`config.mk`:
```
export PLATFORM = sky130hd
export DESIGN_NAME = gwfg_ctrl
export DESIGN_NICKNAME = d
export VERILOG_FILES = /design/src/rtl/gwfg_pkg.sv /design/src/rtl/gwfg_ctrl.sv
export SDC_FILE = /design/constraint.sdc
export NUM_CORES = 1
export LEC_CHECK = 0
export BUFFER_PORTS_ARGS = -buffer_cell sky130_fd_sc_hd__buf_2
export CORE_MARGIN = 5
export CORE_UTILIZATION = 42
export CTS_CLUSTER_DIAMETER = 50
export DETAILED_ROUTE_END_ITERATION = 10
export SETUP_SLACK_MARGIN = 0.05
export SYNTH_ARGS = -nofsm -noshare
export SYNTH_HDL_FRONTEND = slang
export SYNTH_SLANG_ARGS = --single-unit
```
`constraint.sdc`:
```
create_clock -name aclk -period 1.62 [get_ports aclk]
set_input_delay 0.162 -clock aclk [delete_from_list [all_inputs] [get_ports aclk]]
set_output_delay 0.162 -clock aclk [all_outputs]
set_load 0.02 [all_outputs]
```
`src/rtl/gwfg_pkg.sv`:
```
package gwfg_pkg;

    localparam int EXP_ADDR_BITS_DEF = 8;
    localparam int CFG_INDEX_W       = 8;
    localparam int DIV_STEPS         = 20;
    localparam int DIV_CNT_W         = 5;

    localparam logic [CFG_INDEX_W-1:0] REG_CENTRE = CFG_INDEX_W'(0);
    localparam logic [CFG_INDEX_W-1:0] REG_WIDTH  = CFG_INDEX_W'(1);

    typedef enum logic [3:0] {
        ST_IDLE,
        ST_MUL_DD,
        ST_MUL_SS,
        ST_CHECK,
        ST_DIV,
        ST_TAB,
        ST_INTERP,
        ST_PROD,
        ST_MUL_HI,
        ST_MUL_LO,
        ST_ACC,
        ST_FINISH
    } state_t;

    typedef enum logic [3:0] {
        OP_NONE,
        OP_LOAD,
        OP_DD,
        OP_SS,
        OP_CHECK,
        OP_DIV,
        OP_TAB,
        OP_INTERP,
        OP_PROD,
        OP_MHI,
        OP_MLO,
        OP_ACC,
        OP_EMIT
    } op_t;

    typedef struct packed {
        op_t op;
    } cmd_t;

    typedef struct packed {
        logic width_zero;
        logic tail;
        logic last;
        logic out_busy;
    } status_t;

endpackage

```
`src/rtl/gwfg_ctrl.sv`:
```
module gwfg_ctrl (
    input  logic              aclk,
    input  logic              aresetn,
    input  logic              s_tvalid,
    output logic              s_tready,
    input  gwfg_pkg::status_t status,
    output gwfg_pkg::cmd_t    cmd
);

    gwfg_pkg::state_t state_reg, state_next;
    logic [gwfg_pkg::DIV_CNT_W-1:0] cnt_reg, cnt_next;

    always_ff @(posedge aclk) begin
        if (!aresetn) begin
            state_reg <= gwfg_pkg::ST_IDLE;
            cnt_reg   <= '0;
        end else begin
            state_reg <= state_next;
            cnt_reg   <= cnt_next;
        end
    end

    always_comb begin
        state_next = state_reg;
        cnt_next   = cnt_reg;
        cmd.op     = gwfg_pkg::OP_NONE;
        s_tready   = 1'b0;
        unique case (state_reg)
            gwfg_pkg::ST_IDLE: begin
                s_tready = 1'b1;
                if (s_tvalid) begin
                    cmd.op     = gwfg_pkg::OP_LOAD;
                    state_next = gwfg_pkg::ST_MUL_DD;
                end
            end
            gwfg_pkg::ST_MUL_DD: begin
                cmd.op     = gwfg_pkg::OP_DD;
                state_next = gwfg_pkg::ST_MUL_SS;
            end
            gwfg_pkg::ST_MUL_SS: begin
                cmd.op     = gwfg_pkg::OP_SS;
                state_next = status.width_zero ? gwfg_pkg::ST_FINISH : gwfg_pkg::ST_CHECK;
            end
            gwfg_pkg::ST_CHECK: begin
                cmd.op     = gwfg_pkg::OP_CHECK;
                cnt_next   = '0;
                state_next = status.tail ? gwfg_pkg::ST_PROD : gwfg_pkg::ST_DIV;
            end
            gwfg_pkg::ST_DIV: begin
                cmd.op   = gwfg_pkg::OP_DIV;
                cnt_next = cnt_reg + 1'b1;
                if (cnt_reg == gwfg_pkg::DIV_CNT_W'(gwfg_pkg::DIV_STEPS - 1)) begin
                    state_next = gwfg_pkg::ST_TAB;
                end
            end
            gwfg_pkg::ST_TAB: begin
                cmd.op     = gwfg_pkg::OP_TAB;
                state_next = gwfg_pkg::ST_INTERP;
            end
            gwfg_pkg::ST_INTERP: begin
                cmd.op     = gwfg_pkg::OP_INTERP;
                state_next = gwfg_pkg::ST_PROD;
            end
            gwfg_pkg::ST_PROD: begin
                cmd.op     = gwfg_pkg::OP_PROD;
                state_next = gwfg_pkg::ST_MUL_HI;
            end
            gwfg_pkg::ST_MUL_HI: begin
                cmd.op     = gwfg_pkg::OP_MHI;
                state_next = gwfg_pkg::ST_MUL_LO;
            end
            gwfg_pkg::ST_MUL_LO: begin
                cmd.op     = gwfg_pkg::OP_MLO;
                state_next = gwfg_pkg::ST_ACC;
            end
            gwfg_pkg::ST_ACC: begin
                cmd.op     = gwfg_pkg::OP_ACC;
                state_next = gwfg_pkg::ST_FINISH;
            end
            gwfg_pkg::ST_FINISH: begin
                if (!status.last) begin
                    state_next = gwfg_pkg::ST_IDLE;
                end else if (!status.out_busy) begin
                    cmd.op     = gwfg_pkg::OP_EMIT;
                    state_next = gwfg_pkg::ST_IDLE;
                end
            end
            default: begin
                state_next = gwfg_pkg::ST_IDLE;
            end
        endcase
    end

endmodule

```
==> metrics, run 1 <==
outcome=finished, final reports clean; CTS Root Buffer Type=clkbuf_4; Cell Rows=13; Worst-path clk slew=60 ps; vias in the first global route=557; first-pass GRT wire length=2525 um; Clock Latency Late Sink=approximately 260 ps; routed wire length=between 1000 and 1500 um; endpoint class of the critical path=output pin; Syn Inst Count=roughly 70; Max Slew Vio Count=0; cell taking the most area after synthesis=dfxtp_1; Synthesized Nets=80; share of cells above drive strength 1=about 30%; total CTS buffers=3; R2R cell count=4; worst path required time=between 1000 and 1500 ps; Hold Crit Class=in -> reg; area grow syn2layout=21.09%; RR Startpoint=state_reg[1]$_SDFFE_PN0P_; DRC=0; post-CTS setup buffer count=0; max reg flops=5; PD cells=~1500 mW/mm2; WHS Path Cells=3; crit path from=state_reg[3]$_SDFFE_PN0P_; largest net degree at the start of global routing=16; via/cell ratio=approximately 5.6; min Tclk post-route=approximately 1500 ps; post-synth top area share=31.30%; Starting Density=44.23%; GRT Total Usage=between 10% and 20%; Yosys cell types=30; RSZ-0062 raised after global routing=no; Nets=between 90 and 100; crit path max fanout=15; leakage=~0.26 nW; Worst Setup EP=cmd[0]; Finished Layout Cells=about 100; number of synthesized register bits=9; global route overflow=0; final core utilization=a little over half; initial antenna violation count=0; Max Cap Viol=0; Yosys warnings=0; final clock period utilization by the worst path=around 91%; FF-to-FF End=cnt_reg[4]$_SDFFE_PN0P_; Top Ports=12; CTS tree=built; DR iter-0 viols=12; Final setup viols=0; Initial DRT Pass Iterations=4; Core Area=between 0.001 and 0.0015 mm2; Setup TNS=0 ps; clk buf depth=2; syn_area_per_cell=7.994 um2; post-DP HPWL=around 1000 um; vias=between 500 and 600; Final Skew=approximately 2.6 ps; Worst Max-Slew Pin Slew=around 420 ps; Die ar.=between 0.002 and 0.0025 mm2; Routed WL per cell=12.99 um; critical path class=reg -> out; worst vdd ir=roughly 0.58 mV; Worst Setup Start Kind=register; clock sinks=9; Final Hold Viols=0; Seq/Total Area, Yosys=between 30 and 40%; Power, Total=between 1 and 1.5 mW; # diodes=0; Worst slew margin=71.85%; ranking of synthesized cells by area=dfxtp_1 31%, nand2_1 5.2%, nor2_1 4.6%; Hold WS=roughly 180 ps; chip height=between 40 and 50 um; Netlist Area Pre-Place=575.6 um2; port bufs=11; r2r setup slk=between 300 and 400 ps; antenna-violating nets left=0; cell total after placement=100; Clock H-tree levels=1; Worst EP arrival=around 1300 ps; Highest Clock Rate=just under 700 MHz; Routability Congestion=about 0.77; Die W=about 47 um
-- cell type report --
cell class	count	area [um2]
fillers	137	604.3
flip-flops and latches	9	185.2
inverters	3	11.26
multi-input cells	56	352.8
clock buffers	4	26.28
repair buffers	17	102.6
well taps	15	18.77
-- synthesized netlist by cell type --
library cell / count
a211oi_1: 2
a21oi_1: 5
a21oi_2: 2
a311oi_1: 1
a31oi_1: 1
buf_6: 1
buf_8: 1
clkbuf_1: 2
dfxtp_1: 9
ha_1: 1
inv_1: 3
nand2_1: 8
nand2b_1: 3
nand3_1: 2
nand4_1: 1
nand4b_1: 1
nor2_1: 7
nor3_1: 3
nor3b_1: 1
nor4_1: 3
nor4b_1: 2
nor4b_4: 1
o21ai_0: 3
o22ai_1: 2
o311ai_0: 2
o31ai_1: 1
or2_1: 1
or2_2: 1
xnor2_1: 1
xor2_1: 1
-- worst max-delay path: stages, from the launching register on --
cell and delay (ps):
dfxtp_1 370, buf_4 220, nor4_1 80, a211oi_1 190
buf_2 200
-- worst min path at each step --
stage                       start                        end  slack, ps
after floorplan           aresetn  state_reg[0]$_SDFFE_PN0P_        270
after global routing      aresetn  state_reg[0]$_SDFFE_PN0P_        210
after CTS                 aresetn  state_reg[0]$_SDFFE_PN0P_        190
after global placement    aresetn  state_reg[0]$_SDFFE_PN0P_        460
final                     aresetn  state_reg[0]$_SDFFE_PN0P_        180
after detailed placement  aresetn  state_reg[0]$_SDFFE_PN0P_        460
-- per-layer routing --
metal	share of wire, %	wire (um)	vias up	global-route usage (%)
met5	0	0	-	0
met4	3.3	44	0	9.392
met3	5.9	80	7	3.831
met2	42	568	14	23.04
met1	49	657	256	22.94
li1	-	-	302	-
-- cells by family (layout without fill, tap and decap cells) --
group / count (synthesis) / after routing / synth area share, %
AOI/OAI and AO/OA: 19 / 19 / 21.74
xor gates and xnor gates: 2 / 2 / 3.044
adders and majority gates: 1 / 1 / 2.174
buffers and inverters: 7 / 24 / 7.826
DFF: 9 / 9 / 31.30
and+or+nand+nor: 34 / 34 / 33.92
-- what timing repair did --
action / 4_1_cts / 5_1_grt
hold buffers: 0 / 0
endpoints found under the setup margin: 2 / 2
resized for setup: 1 / 4
-- per-stage QoR --
stage               cell area (um2)  worst slack [ps]
floorplan                     575.6             64.25
global placement              660.6             270.1
detailed placement            660.6             232.2
CTS                           688.2             110.3
global route                  696.9             55.19
finish                        696.9             145.9
-- power by group --
group / internal [mW] / switching, mW / total (mW)
sequential: 0.267 / 0.0511 / 0.318
clock: 0.0949 / 0.0773 / 0.172
combinational: 0.224 / 0.319 / 0.543
-- placed cells by master, fill, tap and decap left out, types with 2 or more instances in the layout --
cell and count:
a211oi_1 2, a21oi_1 5, a21oi_2 2, buf_2 10, buf_4 7, clkbuf_4 3, dfxtp_1 7, inv_1 3
nand2_1 8, nand2b_1 2, nand3_1 2, nor2_1 7, nor3_1 3, nor4_1 3, nor4b_1 2, o21ai_0 3
o22ai_1 2, o311ai_0 2
No activity file was read; power rests on OpenSTA's default activity.
==> inputs of run 2 (changes only) <==
Settings changed: REMOVE_ABC_BUFFERS from default to 1.
Clock period 1.62 ns to 1.5 ns, I/O delays scaled along.
==> run 2 against run 1 <==
Compared with the run above:
- critical path depth unchanged
- sequential cell count unchanged
- clock skew down 2.2 ps
- clock power grew 14%
- die area is the same
- hold slack worse by 17 ps
- first-iteration DRC count shrank 42%
- combinational power increased by 9.6%
- clock-buffer cell count stayed put
- non-clock buffer count is 1 higher
- sequential share of layout area is 0.53 points lower
- critical path type unchanged
- largest cell class unchanged
- highest routed layer unchanged
==> metrics, run 2 (synthesis results as in run 1) <==
antenna-violating nets left=0; Worst Max-Slew Pin Slew=between 300 and 400 ps; Cell Rows=13; min Tclk post-route=1420 ps; critical path class=reg -> out; Worst-path clk slew=~70 ps; leakage=around 0.27 nW; Final WS setup=around 80 ps; CTS tree=built; vias in the first global route=approximately 560; R2R cell count=4; Worst Setup EP=cmd[2]; Clock power frac=about 17%; Final Hold Viols=0; Gate power share=between 50% and 60%; CTS Hold Buffers Added=0; final clock period utilization by the worst path=about 95%; Int Power=approximately 0.66 mW; endpoint class of the critical path=output pin; Max Cap Viol=0; Initial DRT Pass Iterations=4; FF-to-FF End=cnt_reg[3]$_SDFFE_PN0P_; via/cell ratio=about 5.7; RR Startpoint=state_reg[3]$_SDFFE_PN0P_; initial antenna violation count=0; crit path max fanout=8; Net Sw Frac=between 40% and 50%; Starting Density=roughly 44%; most frequent cells in the layout=9 x buf_2, 9 x buf_4, 7 x nor2_1, 7 x nand2_1; Die W=47.02 um; total CTS buffers=3; DRC=0; Hold Crit Class=in -> reg; # diodes=0; Clock H-tree levels=1; grt met2 use=around a quarter; Clock Latency Late Sink=260 ps; crit path from=state_reg[1]$_SDFFE_PN0P_; Routability Congestion=approximately 0.8; Core Area=between 0.001 and 0.0015 mm2; Final setup viols=0; Seq pwr share=31.5%; GRT Total Usage=15.74%; post-CTS setup buffer count=0; filler instances=roughly 130; Final Skew=0.4109 ps; clk buf depth=2; area of the multi-input gates=approximately 360 um2; first-pass GRT wire length=2408 um; Worst EP arrival=around 1300 ps; Nets=a little under 100; RSZ-0062 raised after global routing=yes; Worst slew margin=between 70% and 80%; worst path required time=1350 ps; Top Ports=12; FF/Latch Area=between 150 and 200 um2; outcome=finished, final reports clean; routed wire length=around 1400 um; final core utilization=between 50% and 60%; P_sw=slightly below 0.5 mW; Die ar.=between 0.002 and 0.0025 mm2; vias=595; GRT Max-Usage Layer=met2; largest net degree at the start of global routing=13; placed cell area=around 670 um2; Max Slew Vio Count=0; Setup TNS=0 ps; clock sinks=9; Worst Setup Start Kind=register; share of cells above drive strength 1=35.56%; global route overflow=0; r2r setup slk=210 ps; max reg flops=5; DR iter-0 viols=7; post-DP HPWL=about 1100 um; grt met3 use=3.448%; Routed WL per cell=between 10 and 15 um; area grow syn2layout=25.22%; chip height=47.02 um; worst slack, placed=between 60 and 70 ps; worst vdd ir=0.9847 mV; GR Layer Usage met1=20.73%; slowest cell delay on critical path=~380 ps; Finished Cell Area=around 700 um2; Highest Clock Rate=a little over 700 MHz; port bufs=11; Worst path slowest cell=dfxtp_4; CTS Root Buffer Type=clkbuf_4; PD cells=~1600 mW/mm2; Critical Path, Cell by Cell=nand2_2, xor2_1, o22ai_1, buf_4
run 2: cell types whose count changed in the layout (fill, tap and decap cells not counted), sizes merged:
cell and change:
buf +1
run 2: cell type report:
| class | instances | share of cell area (%) |
|---|---|---|
| clock buffers | 4 | 3.646 |
| inverters | 3 | 1.563 |
| multi-input cells | 56 | 50.52 |
| flip-flops and latches | 9 | 26.04 |
| well taps | 15 | 2.604 |
| repair buffers | 18 | 15.63 |
run 2: worst min path at each step:
stage / slack [ps] / from / end / cells past startpoint
after global routing: 200 / aresetn / cnt_reg[0]$_SDFFE_PN0P_ / 3
after CTS: 160 / aresetn / state_reg[0]$_SDFFE_PN0P_ / 3
final: 160 / aresetn / state_reg[0]$_SDFFE_PN0P_ / 3
after global placement: 450 / aresetn / state_reg[0]$_SDFFE_PN0P_ / 3
after floorplan: 260 / aresetn / state_reg[0]$_SDFFE_PN0P_ / 2
after detailed placement: 440 / aresetn / state_reg[0]$_SDFFE_PN0P_ / 3
run 2: power by group through the flow:
stage,clock network [mW],registers (mW),logic [mW]
after floorplan,0,0.380,0.326
after global placement,0,0.348,0.567
after detailed placement,0,0.350,0.568
after global routing,0.214,0.372,0.657
after CTS,0.202,0.361,0.578
final,0.196,0.364,0.595
run 2: layer usage:
| layer | wire length [um] | part of all wire [%] | vias to the layer above |
|---|---|---|---|
| li1 | - | - | 303 |
| met1 | 661 | 46 | 273 |
| met2 | 681 | 47 | 17 |
| met3 | 77 | 5.3 | 2 |
| met4 | 19 | 1.3 | 0 |
| met5 | 0 | 0 | - |
run 2: stage by stage:
step	power [mW]	cells	hold WS (ps)
finish	1.154	105	164.5
global route	1.243	105	200.0
detailed placement	0.9186	101	444.4
global placement	0.9148	101	449.7
CTS	1.141	105	163.2
floorplan	0.7055	68	257.3
run 2: repair_timing:
| item | 4_1_cts | 5_1_grt |
|---|---|---|
| setup endpoints to repair | 4 | 6 |
| resized for setup | 6 | 4 |
| pin swaps | 1 | 0 |
run 2: critical path, delay by kind of cell, from the launching register on:
family | cells | cell delay [ps]
flip-flops | 1 | 380
buffers and inverters | 1 | 170
AND/OR/NAND/NOR | 1 | 120
AO/OA/AOI/OAI | 1 | 160
XOR/XNOR | 1 | 170
==> inputs of run 3 (changes only) <==
Settings changed: PLACE_DENSITY from default to 0.66, REMOVE_ABC_BUFFERS 1 to default.
Clock period 1.5 ns to 1.3 ns, I/O delays scaled along.
==> run 3 against run 2 <==
Compared with the run above:
- the flow now finishes with violations (negative setup slack)
- clock-buffer cell count unchanged
- hold slack improved by 2.3 ps
- setup slack got worse by 210 ps
- global-route usage increased by 0.87 points
- non-clock buffer count increased by 13
- sequential share of layout area decreased by 6.4 points
- combinational power increased by 88%
- power increased by 51%
- critical path type is now reg -> reg
- largest power group unchanged
==> metrics, run 3 (synthesis results as in run 1) <==
clock sinks=9; clk buf depth=2; # diodes=0; vias in the first global route=between 600 and 700; Clock Latency Late Sink=between 200 and 300 ps; total CTS buffers=3; DR iter-0 viols=8; vias=approximately 650; Worst slew margin=just over 70%; Cell Rows=13; Hold WS=about 170 ps; RR Startpoint=state_reg[1]$_SDFFE_PN0P_; R2R cell count=5; Clock power frac=between 10% and 20%; worst path required time=approximately 1500 ps; cell total after placement=106; Worst-path clk slew=approximately 60 ps; Highest Clock Rate=approximately 700 MHz; Finished Cell Area=about 970 um2; Hold Crit Start=aresetn; WHS Path Cells=3; via/cell ratio=5.525; Max Cap Viol=0; Core Area=~0.0013 mm2; Net Sw Frac=between 40% and 50%; Worst Setup EP=cnt_reg[4]$_SDFFE_PN0P_; port bufs=11; Worst EP arrival=between 1500 and 2000 ps; RSZ-0062 raised after global routing=yes; global route overflow=0; Routability Congestion=about 0.83; FF-to-FF End=cnt_reg[4]$_SDFFE_PN0P_; Worst Max-Slew Pin Slew=~410 ps; initial antenna violation count=0; crit path from=state_reg[1]$_SDFFE_PN0P_; Nets=112; Starting Density=between 40% and 50%; failing checks=negative setup slack; Max Slew Vio Count=0; Int Power=1.032 mW; Final WS setup=-131.9 ps; Final setup viols=9; GRT Total Usage=between 10% and 20%; area grow syn2layout=67.83%; chip height=between 40 and 50 um; Initial DRT Pass Iterations=4; first-pass GRT wire length=around 2500 um; CTS tree=built; critical path class=reg -> reg; post-DP HPWL=1073 um; Seq pwr share=23.3%; Hold Crit Class=in -> reg; leakage=0.3673 nW; PD cells=~1800 mW/mm2; max reg flops=5; share of cells above drive strength 1=roughly three fifths; min Tclk post-route=1432 ps; Die ar.=about 0.0022 mm2; most common cell after layout, fill and taps aside=buf_4; final core utilization=around 74%; largest net degree at the start of global routing=9; Die W=around 47 um; Gate power share=approximately 64%; CTS Hold Buffers Added=0; final clock period utilization by the worst path=110.1%; outcome=finished, violations left; Worst Setup Start Kind=register; placed cell area=about 720 um2; Routed WL per cell=about 14 um; worst slack, placed=-22.49 ps; filler instances=96; endpoint class of the critical path=register; Finished Layout Cells=118; P_sw=0.7111 mW; Final Skew=2.583 ps; most frequent cells in the layout=17 x buf_4, 8 x buf_6, 7 x nand2_1; worst vdd ir=0.9526 mV; Top Ports=12; crit path max fanout=4; Clock H-tree levels=1; DRC=0; CTS Root Buffer Type=clkbuf_4; r2r setup slk=-130 ps; Power, Total=~1.7 mW; routed wire length=between 1500 and 2000 um; Final Hold Viols=0; antenna-violating nets left=0; Setup TNS=-488.0 ps
## run 3: power groups by stage
stage                     combinational [mW]  clock [mW]  sequential [mW]
after global placement                 0.748           0            0.391
after CTS                              0.991       0.222            0.389
after global routing                    1.19       0.238            0.417
after detailed placement               0.756           0            0.392
after floorplan                        0.572           0            0.360
final                                   1.12       0.219            0.406
## run 3: layer usage
layer	up-vias	share of wire, %	wire length [um]	global-route usage, %
met5	-	0	0	0
met4	0	2.3	38	11.60
met3	5	6.5	108	2.682
met2	25	50	827	29.54
met1	295	41	674	17.58
li1	327	-	-	-
## run 3: timing repair
| action | in CTS | in global routing |
|---|---|---|
| endpoints found under the setup margin | 12 | 12 |
| setup buffers | 7 | 1 |
| pin swaps | 11 | 11 |
| gates resized for setup | 23 | 19 |
| gates cloned | 0 | 0 |
## run 3: how the worst min path moves through the flow
stage	end	slack, ps
5_1_grt	state_reg[0]$_SDFFE_PN0P_	190
3_3_place_gp	state_reg[0]$_SDFFE_PN0P_	430
4_1_cts	state_reg[0]$_SDFFE_PN0P_	160
3_5_place_dp	state_reg[0]$_SDFFE_PN0P_	430
6_report	state_reg[0]$_SDFFE_PN0P_	170
2_1_floorplan	state_reg[0]$_SDFFE_PN0P_	240
## run 3: layout make-up
class                   count  area, um2  area share, %
flip-flops and latches      9      190.2          19.69
repair buffers             31      247.7          25.65
clock buffers               4      26.28          2.720
multi-input cells          56      471.7          48.83
well taps                  15      18.77          1.943
inverters                   3      11.26          1.166
## run 3: worst max-delay path, cell delays in order, from the launching register on
cell and delay [ps]:
dfxtp_4 360, buf_6 120, nor4b_4 330, nand4_1 180, or2_1 260, a21oi_2 130
